==> config.mk <==
export PLATFORM = sky130hd
export DESIGN_NAME = pbfl_ctrl
export DESIGN_NICKNAME = d
export VERILOG_FILES = /design/src/hdl/pbfl_pkg.sv /design/src/hdl/pbfl_ctrl.sv
export SDC_FILE = /design/constraint.sdc
export NUM_CORES = 1
export LEC_CHECK = 0
export ABC_CLOCK_PERIOD_IN_PS = 1650
export BUFFER_PORTS_ARGS = -buffer_cell sky130_fd_sc_hd__buf_2
export CAP_MARGIN = 0
export CORE_AREA = 3 3 40 42
export CTS_CLUSTER_DIAMETER = 100
export DETAILED_ROUTE_END_ITERATION = 10
export DIE_AREA = 0 0 43 45
export PLACE_DENSITY = 0.42
export SYNTH_ARGS = -nofsm -noshare
export SYNTH_HDL_FRONTEND = slang
export SYNTH_SLANG_ARGS = --single-unit
==> constraint.sdc <==
create_clock -name clk_i -period 1.65 [get_ports clk_i]
set_input_delay 0.0825 -clock clk_i [delete_from_list [all_inputs] [get_ports clk_i]]
set_output_delay 0.0825 -clock clk_i [all_outputs]
set_load 0.005 [all_outputs]
==> src/hdl/pbfl_pkg.sv <==
// packet buffer free list: shared constants, codes and structs
// no dependencies; used by the interfaces, controller, datapath and top level
package pbfl_pkg;

  // pool geometry
  localparam int MAX_BUFFERS       = 1024;
  localparam int BUFFERS_PER_PAGE  = 2;
  localparam int PAGE_BYTES        = 4096;
  localparam int MAX_PAGES_PER_ADD = 8;
  localparam int STEP_BYTES        = PAGE_BYTES / BUFFERS_PER_PAGE;
  localparam int POOL_PAGE_LIMIT   = MAX_BUFFERS / BUFFERS_PER_PAGE;

  // field and internal widths
  localparam int ACT_W  = 2;
  localparam int CNT_W  = 4;
  localparam int ADDR_W = 32;
  localparam int ST_W   = 2;
  localparam int ID_W   = $clog2(MAX_BUFFERS);
  localparam int LINK_W = $clog2(MAX_BUFFERS + 1);
  localparam int USED_W = LINK_W;
  localparam int PAGE_W = $clog2(POOL_PAGE_LIMIT + 1);
  localparam int SUM_W  = ((PAGE_W > CNT_W) ? PAGE_W : CNT_W) + 1;
  localparam int WALK_W = $clog2(MAX_PAGES_PER_ADD * BUFFERS_PER_PAGE + 1);

  // action codes
  localparam logic [ACT_W-1:0] ACT_ADD = 2'd0;
  localparam logic [ACT_W-1:0] ACT_GET = 2'd1;
  localparam logic [ACT_W-1:0] ACT_PUT = 2'd2;

  // status codes
  localparam logic [ST_W-1:0] ST_OK    = 2'd0;
  localparam logic [ST_W-1:0] ST_EMPTY = 2'd1;
  localparam logic [ST_W-1:0] ST_ERROR = 2'd2;

  // controller to datapath commands
  typedef struct packed {
    logic load;   // capture the accepted item
    logic exec;   // execute a single-step item, or start an add walk
    logic step;   // push one buffer of an add walk
    logic done;   // close an add walk
  } cmd_t;

  // datapath to controller status
  typedef struct packed {
    logic walk;       // current item is an add that walks buffers
    logic walk_last;  // the walk is on its final buffer
  } sts_t;

  // result item
  typedef struct packed {
    logic [ST_W-1:0]   status;
    logic [ID_W-1:0]   given_id;
    logic [ADDR_W-1:0] given_address;
    logic              put_on_empty;
    logic [USED_W-1:0] used_count;
  } res_t;

endpackage

==> src/hdl/pbfl_ctrl.sv <==
// packet buffer free list: controller state machine and output valid flag
// depends on pbfl_pkg
module pbfl_ctrl (
  input  logic           clk_i,
  input  logic           rst_ni,
  input  logic           in_valid_i,
  output logic           in_ready_o,
  output logic           out_valid_o,
  input  logic           out_ready_i,
  input  pbfl_pkg::sts_t sts_i,
  output pbfl_pkg::cmd_t cmd_o
);
  import pbfl_pkg::*;

  localparam logic [1:0] S_IDLE = 2'd0;
  localparam logic [1:0] S_EXEC = 2'd1;
  localparam logic [1:0] S_WALK = 2'd2;
  localparam logic [1:0] S_DONE = 2'd3;

  logic [1:0] state_q, state_d;
  logic       out_valid_q, out_valid_d;
  logic       out_free;
  logic       res_load;

  assign out_free = !out_valid_q || out_ready_i;

  // next state and commands
  always_comb begin
    state_d  = state_q;
    cmd_o    = '0;
    res_load = 1'b0;
    case (state_q)
      S_IDLE: begin
        if (in_valid_i) begin
          cmd_o.load = 1'b1;
          state_d    = S_EXEC;
        end
      end
      S_EXEC: begin
        if (sts_i.walk) begin
          cmd_o.exec = 1'b1;
          state_d    = S_WALK;
        end else if (out_free) begin
          cmd_o.exec = 1'b1;
          res_load   = 1'b1;
          state_d    = S_IDLE;
        end
      end
      S_WALK: begin
        cmd_o.step = 1'b1;
        if (sts_i.walk_last) begin
          state_d = S_DONE;
        end
      end
      S_DONE: begin
        if (out_free) begin
          cmd_o.done = 1'b1;
          res_load   = 1'b1;
          state_d    = S_IDLE;
        end
      end
      default: state_d = S_IDLE;
    endcase
  end

  // result register valid flag
  always_comb begin
    if (res_load) begin
      out_valid_d = 1'b1;
    end else if (out_ready_i) begin
      out_valid_d = 1'b0;
    end else begin
      out_valid_d = out_valid_q;
    end
  end

  always_ff @(posedge clk_i or negedge rst_ni) begin
    if (!rst_ni) begin
      state_q     <= S_IDLE;
      out_valid_q <= 1'b0;
    end else begin
      state_q     <= state_d;
      out_valid_q <= out_valid_d;
    end
  end

  assign in_ready_o  = (state_q == S_IDLE);
  assign out_valid_o = out_valid_q;

endmodule

==> run metrics, run 1 <==
Cell variety after synth=14; # H-tree levels=1; vias in the first global route=188; Core Util, Final=0.2240; fin cells=52; P&R area growth vs syn=61.97%; hold crit path type=in -> reg; DRT Pass-1 Iters=1; worst rel slew slack=0.8320; global-route wire length before repair=841 µm; DP Cell Count=47; final hold viol count=0; Synth Cell Area=177.7 µm²; Post-synth top cells=dfrtp_1 (3), nand2_1 (3), nor2_1 (3); most area-consuming cells after synthesis=dfrtp_1 (42%), a221oi_2 (8.5%), nand2_1 (6.3%); Starting DRT DRC Count=0; period utilization=0.7518; clock skew=0.001212 ns; CP Max Fanout=5; Routed Antenna Nets=0; status=complete, no violations; PwrDens=1756 nW/µm²; largest net degree at the start of global routing=10; clock sinks=3; RSZ-0062 raised after global routing=false; Startpoint Class=flip-flop; DR vias=192; Reg clk slew, reported paths=0.04 ns; Worst setup EP type=output port; NumNets Final=44; Arr. time, crit path=1.16 ns; Total GRT Usage=0.06839; endpoints failing setup=0; clock buffer depth=2; share of the synthesized area in the top cell type=0.4225; ant diodes=0; critical path class=reg -> out; dominant cell type by area after synthesis=dfrtp_1; layout cells sized above 1=0.4324; number of max-cap violations=0; number of synthesized flops with an enable pin=0; initial antenna violation count=0; Initial Utilization=0.1383; Peak VDD IR=390.8 µV; Placed Area=251.5 µm²; Syn Nets=27; Synth Flop Type=dfrtp_1; CTS buffer count=3; #FFs+latches synth=3; post-CTS setup buffers=0; Slew Limit Fails=0; routability congestion estimate=0.7389; Final min period=1.241 ns; CTS root buffer=clkbuf_4; Setup TNS=0 ns; Static Leak=0.1603 nW; routed wire length=505 µm; CTS tree=yes; final setup margin=0.4095 ns; Mapped Cells=21; CP required=1.57 ns; Residual DRC=0; sequential share of the synthesized area=0.4225; drt via density=3.692; design area=287.8 µm²; WL per Instance=9.712 µm; die footprint=1935 µm²; Place WS=0.5778 ns; Clk Latency, worst-skew pair=0.23 ns; Cell Rows=13; FFs w/ async S/R, synth=1.000; YS warnings=0; die height=45 µm; gr ovfl total=0; cts repair resizes=0; Peak Freq=806.1 MHz; Chip Width=43 µm; Buffers on Ports=11; post-DP HPWL=354.3 µm; Worst Tran Pin Value=0.2520 ns; core area=1285 µm²; # IOs=12; post-synthesis area per instance=8.460 µm²
-- power breakdown --
| part | internal [W] | switching [W] |
|---|---|---|
| logic | 0.000114 | 0.0000950 |
| registers | 0.000111 | 0.0000546 |
| clock network | 0.0000908 | 0.0000402 |
-- final cells by class --
cell class              instances  area, µm²
flip-flops and latches          3      75.07
multi-input cells              16      95.09
repair buffers                 12      65.06
inverters                       2      7.507
clock buffers                   4      26.28
well taps                      15      18.77
fillers                       144      997.2
-- registers in the layout, summed over array words and instances (netlist names) --
signal       count
out_valid_o      1
state_q          2
-- stage by stage --
step                hold WS [ns]  power [W]
floorplan                -0.2131  0.0002778
global placement         -0.1188  0.0003744
detailed placement       -0.1209  0.0003767
CTS                       0.1044  0.0005181
global route              0.1224  0.0005597
finish                    0.1105  0.0005053
-- layer usage --
layer	track usage	wire length [µm]	up-vias
li1	-	-	100
met2	0.06587	167	15
met4	0.09036	29	0
met3	0.03984	78	5
met1	0.08475	230	72
met5	0	0	-
-- kinds of logic after synthesis --
family / after synthesis / share of synthesized area
buf+inv: 2 / 0.04227
compound gates: 4 / 0.1830
simple gates: 12 / 0.3522
flops: 3 / 0.4225
-- critical path, cell delays in order (launching register included) --
cell and delay [ns]:
dfrtp_1 0.36, nand2b_1 0.19, nor2_1 0.06, nor3b_1 0.17
buf_2 0.14
-- repair_timing --
action	4_1_cts	5_1_grt
hold buffers	1	0
endpoints found under the setup margin	0	0
hold endpoints to repair	3	0
-- placed cells by master, fill, tap and decap left out, drive strengths merged --
cell / synthesis / routed
dlygate4sd3: 0 / 1
clkbuf: 0 / 4
nand2: 3 / 3
or2: 1 / 1
o21ai: 1 / 1
nor3b: 1 / 1
a221oi: 1 / 1
dfrtp: 3 / 3
a21o: 1 / 1
nor2b: 1 / 1
nor2: 3 / 3
buf: 0 / 11
and2: 1 / 1
and3: 1 / 1
nand2b: 1 / 1
inv: 2 / 2
a21oi: 1 / 1
-- final timing paths --
kind                                   from          end  slack, ns  cells after the start
worst max-delay path            out_valid_o     cmd_o[2]       0.41                      4
worst max register to register   state_q[0]   state_q[0]       0.57                      3
max in group asynchronous            rst_ni   state_q[1]       1.37                      2
worst min register to register  out_valid_o  out_valid_o       0.61                      2
min in group asynchronous            rst_ni   state_q[0]       0.17                      2
worst min-delay path               sts_i[0]   state_q[0]       0.11                      3
No activity file was read; power rests on OpenSTA's default activity.
==> run 2: changes to the inputs <==
--- a/config.mk
+++ b/config.mk
@@ -5,14 +5,14 @@
 export SDC_FILE = /design/constraint.sdc
 export NUM_CORES = 1
 export LEC_CHECK = 0
-export ABC_CLOCK_PERIOD_IN_PS = 1650
+export ABC_CLOCK_PERIOD_IN_PS = 1050
 export BUFFER_PORTS_ARGS = -buffer_cell sky130_fd_sc_hd__buf_2
 export CAP_MARGIN = 0
 export CORE_AREA = 3 3 40 42
 export CTS_CLUSTER_DIAMETER = 100
 export DETAILED_ROUTE_END_ITERATION = 10
 export DIE_AREA = 0 0 43 45
-export PLACE_DENSITY = 0.42
+export PLACE_DENSITY = 0.44
 export SYNTH_ARGS = -nofsm -noshare
 export SYNTH_HDL_FRONTEND = slang
 export SYNTH_SLANG_ARGS = --single-unit
==> constraint.sdc (replaced) <==
create_clock -name clk_i -period 1.05 [get_ports clk_i]
set_input_delay 0.0525 -clock clk_i [delete_from_list [all_inputs] [get_ports clk_i]]
set_output_delay 0.0525 -clock clk_i [all_outputs]
set_load 0.005 [all_outputs]
==> run 2 against run 1 <==
The run now ends with setup timing left. Clock skew increased by 0.0012 ns. Sequential share of layout area decreased by 3.5 points. Worst setup slack got worse by 0.44 ns. Register-to-register slack got worse by 0.52 ns. Total power increased by 91%. Critical endpoint is now cmd_o[3]. Highest routed layer unchanged.
==> run metrics, run 2 (synthesis gave the netlist of run 1 again) <==
status=complete, but fails checks; violated checks=setup timing; RSZ-0062 raised after global routing=true; critical path endpoint=cmd_o[3]; Clk Latency, worst-skew pair=0.23 ns (about the same); final setup margin=-0.02817 ns (-0.4377 ns); Initial Utilization=0.1383 (unchanged); Critical path origin=state_q[1]; initial antenna violation count=0 (unchanged); Total GRT Usage=0.06928 (+0.0008918); Register Area=77.57 µm² (+3.3%); CTS tree=yes; Fin Hold WS=0.07036 ns (-0.04011 ns); Residual DRC=0 (unchanged); Buf/Inv on CP=1 (unchanged); critical path class=reg -> out; CP required=1.00 ns (-0.57 ns); clock buffer depth=2 (unchanged); endpoints failing setup=3 (+3); Starting DRT DRC Count=1 (+1); Cell Rows=13 (unchanged); Slowest cell on crit path=dfrtp_2; Multi-input gate area=115.1 µm² (+21%); Arr. time, crit path=1.03 ns (-0.13 ns); Worst setup EP type=output port; hold crit path type=in -> reg; Startpoint Class=flip-flop; Max stage delay on crit path=0.44 ns (+0.08 ns); Core Util, Final=0.2678 (+0.04382); DRT Pass-1 Iters=2 (+1); # H-tree levels=1 (unchanged); PwrDens=2798 nW/µm² (+59%); core area=1285 µm² (unchanged); NumNets Final=48 (+9.1%); layout cells sized above 1=0.6585 (+0.2261); final hold viol count=0 (unchanged); FF-to-FF path depth=3 (unchanged); Routed Antenna Nets=0 (unchanged); commonest non-fill, non-tap cell in the layout=buf_2; # IOs=12 (unchanged); critical path cell sequence=nor2_2 -> and2_1 -> buf_2; gr ovfl total=0 (unchanged); vias in the first global route=218 (+16%); DR vias=222 (+16%); drt via density=3.964 (+7.4%); Reg clk slew, reported paths=0.04 ns (about the same); P&R area growth vs syn=93.66%; clock sinks=3 (unchanged); Slew Limit Fails=0 (unchanged); Buffers on Ports=11 (unchanged); worst rel slew slack=0.8773 (+0.04528); ant diodes=0 (unchanged); clock skew=0.002403 ns (+0.001191 ns); fill count=144 (unchanged); Largest register FFs=2 (unchanged); Crit path max-delay family=flip-flops; routed wire length=527 µm (+4.4%); period utilization=1.027; Worst Tran Pin Value=0.1841 ns (-0.06792 ns); CTS root buffer=clkbuf_4; routability congestion estimate=0.6112 (-17%); number of cells on the critical path=3 (-1); Placed Area=259.0 µm² (+3.0%); largest net degree at the start of global routing=9 (-1); CP Max Fanout=7 (+2); design area=344.1 µm² (+20%); Place WS=0.009313 ns (-0.5685 ns); Largest Register=state_q; Peak Freq=927.5 MHz; Reg-to-Reg End=state_q[0]; Final min period=1.078 ns; register-to-register setup slack=0.05 ns (-0.52 ns); most frequent cells in the layout=buf_2 (11), nand2_1 (3), clkbuf_4 (3), buf_4 (3); Setup TNS=-0.04426 ns (-0.04426 ns); Static Leak=0.1874 nW (+17%); Chip Width=43 µm (unchanged); Peak VDD IR=822.0 µV (+110%); WL per Instance=9.411 µm (-3.1%); worst r2r src=state_q[0]; number of max-cap violations=0 (unchanged); worst hold start=sts_i[0]; die height=45 µm (unchanged); global-route wire length before repair=910 µm (+8.2%); die footprint=1935 µm² (unchanged); CTS buffer count=3 (unchanged)
run 2: worst register-to-register path, stage by stage, from the launching register on:
cell and delay, ns:
dfrtp_2 0.44, buf_6 0.14, buf_4 0.12, a221oi_2 0.20
run 2: power breakdown:
part,internal (W),total [W],switching (W)
registers,0.000182,0.000273,0.0000904
clock network,0.000143,0.000204,0.0000616
logic,0.000294,0.000486,0.000192
run 2: timing repair:
item	CTS	global route
setup endpoints to repair	4	5
gates resized for setup	5	6
hold buffers	1	0
setup buffers	2	1
pin swaps	0	2
endpoints found under the hold margin	3	0
run 2: worst min-delay path by stage:
stage / end / depth (start not counted)
finish: state_q[0] / 3
CTS: state_q[0] / 3
global route: state_q[0] / 3
global placement: out_valid_o / 1
detailed placement: state_q[0] / 1
floorplan: out_valid_o / 0
run 2: final cells by class:
type,count,share of cell area
sequential,3,0.2255
multi-input combinational,16,0.3345
clock buffer,4,0.07636
tap,15,0.05455
timing repair buffer,16,0.2873
inverter,2,0.02182
run 2: routing by layer:
layer	global-route usage	vias up	part of all wire
met4	0.07229	0	0.013
met1	0.08252	102	0.46
met5	0	-	0
li1	-	108	-
met2	0.08084	10	0.41
met3	0.03984	2	0.12
run 2: through the flow:
stage	power [W]	std cells
after CTS	0.0009027	55
after global placement	0.0006107	48
final	0.0009628	56
after global routing	0.001065	56
after floorplan	0.0004365	21
after detailed placement	0.0006108	48
==> run 3: changes to the inputs <==
--- a/config.mk
+++ b/config.mk
@@ -5,14 +5,14 @@
 export SDC_FILE = /design/constraint.sdc
 export NUM_CORES = 1
 export LEC_CHECK = 0
-export ABC_CLOCK_PERIOD_IN_PS = 1050
+export ABC_CLOCK_PERIOD_IN_PS = 1200
 export BUFFER_PORTS_ARGS = -buffer_cell sky130_fd_sc_hd__buf_2
 export CAP_MARGIN = 0
 export CORE_AREA = 3 3 40 42
 export CTS_CLUSTER_DIAMETER = 100
 export DETAILED_ROUTE_END_ITERATION = 10
 export DIE_AREA = 0 0 43 45
-export PLACE_DENSITY = 0.44
+export PLACE_DENSITY = 0.42
 export SYNTH_ARGS = -nofsm -noshare
 export SYNTH_HDL_FRONTEND = slang
 export SYNTH_SLANG_ARGS = --single-unit
==> constraint.sdc (replaced) <==
create_clock -name clk_i -period 1.2 [get_ports clk_i]
set_input_delay 0.06 -clock clk_i [delete_from_list [all_inputs] [get_ports clk_i]]
set_output_delay 0.06 -clock clk_i [all_outputs]
set_load 0.005 [all_outputs]
==> run 3 against run 2 <==
The run now ends clean. Total power down 16%. Clock power down 9%. Count of clock-buffer cells in the layout unchanged. Highest routed layer unchanged. Non-clock buffer count down 2.
==> run metrics, run 3 (synthesis gave the netlist of run 1 again) <==
post-DP HPWL=368.1 µm; Peak VDD IR=618.1 µV (-25%); Placed Area=259.0 µm² (unchanged); Total GRT Usage=0.06761 (-0.001669); Arr. time, crit path=1.11 ns (+0.08 ns); Peak Freq=858.0 MHz; endpoints failing setup=0 (-3); gr ovfl total=0 (unchanged); hold crit path type=in -> reg; Startpoint Class=flip-flop; Buffers on Ports=11 (unchanged); Residual DRC=0 (unchanged); clock buffer depth=2 (unchanged); core area=1285 µm² (unchanged); Worst Tran Pin Value=0.1889 ns (+0.004825 ns); # H-tree levels=1 (unchanged); clock skew=0.002393 ns (-0.00001029 ns); Clk Latency, worst-skew pair=0.24 ns (about the same); Chip Width=43 µm (unchanged); most frequent cells in the layout=buf_2 (11), nand2_1 (3), clkbuf_4 (3); hold path cells=3 (unchanged); worst rel slew slack=0.8738 (-0.003476); clock sinks=3 (unchanged); Buf/Inv on CP=2 (+1); Largest Register=state_q; final hold viol count=0 (unchanged); Max stage delay on crit path=0.43 ns (about the same); Routed Antenna Nets=0 (unchanged); Slowest cell on crit path=dfrtp_2; Static Leak=0.1776 nW (-5.2%); routability congestion estimate=0.7440 (+22%); Largest register FFs=2 (unchanged); status=complete, no violations; CTS root buffer=clkbuf_4; Initial Utilization=0.1383 (unchanged); number of cells on the critical path=3 (unchanged); Setup TNS=0 ns (+0.04426 ns); CTS tree=yes; CP required=1.14 ns (+0.14 ns); Cell Rows=13 (unchanged); CP Max Fanout=5 (-2); global-route wire length before repair=869 µm (-4.5%); Crit path max-delay family=flip-flops; die height=45 µm (unchanged); commonest non-fill, non-tap cell in the layout=buf_2; DRT Pass-1 Iters=4 (+2); design area=324.1 µm² (-5.8%); critical path class=reg -> out; # IOs=12 (unchanged); Starting DRT DRC Count=3 (+2); P&R area growth vs syn=82.39%; number of max-cap violations=0 (unchanged); Final min period=1.165 ns; DR vias=209 (-5.9%); PwrDens=2486 nW/µm² (-11%); ant diodes=0 (unchanged); routed wire length=528 µm (+0.19%); FF-to-FF path depth=3 (unchanged); RSZ-0062 raised after global routing=false; layout cells sized above 1=0.5897 (-0.06879); initial antenna violation count=0 (unchanged); WL per Instance=9.778 µm (+3.9%); period utilization=0.9712; critical path cell sequence=buf_6 -> and3_2 -> buf_2; largest net degree at the start of global routing=9 (unchanged); Power Total=0.0008057 W (-16%); Worst setup EP type=output port; CTS buffer count=3 (unchanged); die footprint=1935 µm² (unchanged); vias in the first global route=186 (-15%); Reg clk slew, reported paths=0.04 ns (about the same); drt via density=3.870 (-2.4%); NumNets Final=46 (-4.2%); Slew Limit Fails=0 (unchanged)
## run 3: layer usage
metal | global-route usage | up-vias | share of wire
li1 | - | 105 | -
met1 | 0.08981 | 88 | 0.54
met2 | 0.07186 | 14 | 0.31
met3 | 0.04382 | 2 | 0.14
met4 | 0.05422 | 0 | 0.015
met5 | 0 | - | 0
## run 3: path summary, 6_finish.rpt
kind,from,to,slack [ns]
hold / removal,sts_i[0],state_q[0],0.07
max in group asynchronous,rst_ni,state_q[0],0.93
min in group asynchronous,rst_ni,state_q[1],0.15
hold reg to reg,out_valid_o,out_valid_o,0.55
setup / recovery,state_q[0],cmd_o[0],0.03
setup reg to reg,state_q[0],state_q[0],0.20
## run 3: final cells by class
cell class / count / area, µm²
clock buffer: 4 / 26.28
fill: 155 / 960.9
inverter: 2 / 7.507
multi-input combinational: 16 / 110.1
sequential: 3 / 77.57
tap: 15 / 18.77
timing repair buffer: 14 / 83.83
## run 3: worst min-delay path, delay by kind of cell
kind | cells | cell delay [ns]
AO/OA/AOI/OAI | 1 | 0.06
buffers and inverters | 2 | 0.15
## run 3: what timing repair did
item / CTS / global route
resized for setup: 1 / 5
setup buffers: 0 / 1
setup endpoints to repair: 1 / 4
hold endpoints to repair: 3 / 0
hold buffers: 1 / 0
## run 3: metrics by stage
step,cells,setup WS (ns),hold WS [ns],utilization
finish,54,0.03450,0.07366,0.2522
CTS,53,0.01958,0.07757,0.2356
floorplan,21,0.2173,-0.2356,-
detailed placement,48,0.1942,-0.1420,0.2016
global placement,48,0.1901,-0.1368,0.2016
global route,54,0.004364,0.08640,0.2522
## run 3: where the power goes
group          total [W]  internal, W  leakage, nW  switching, W
Combinational   0.000388     0.000223        0.128      0.000165
Sequential      0.000231     0.000160       0.0342     0.0000719
Clock           0.000186     0.000125       0.0150     0.0000608
Total           0.000806     0.000508        0.178      0.000298
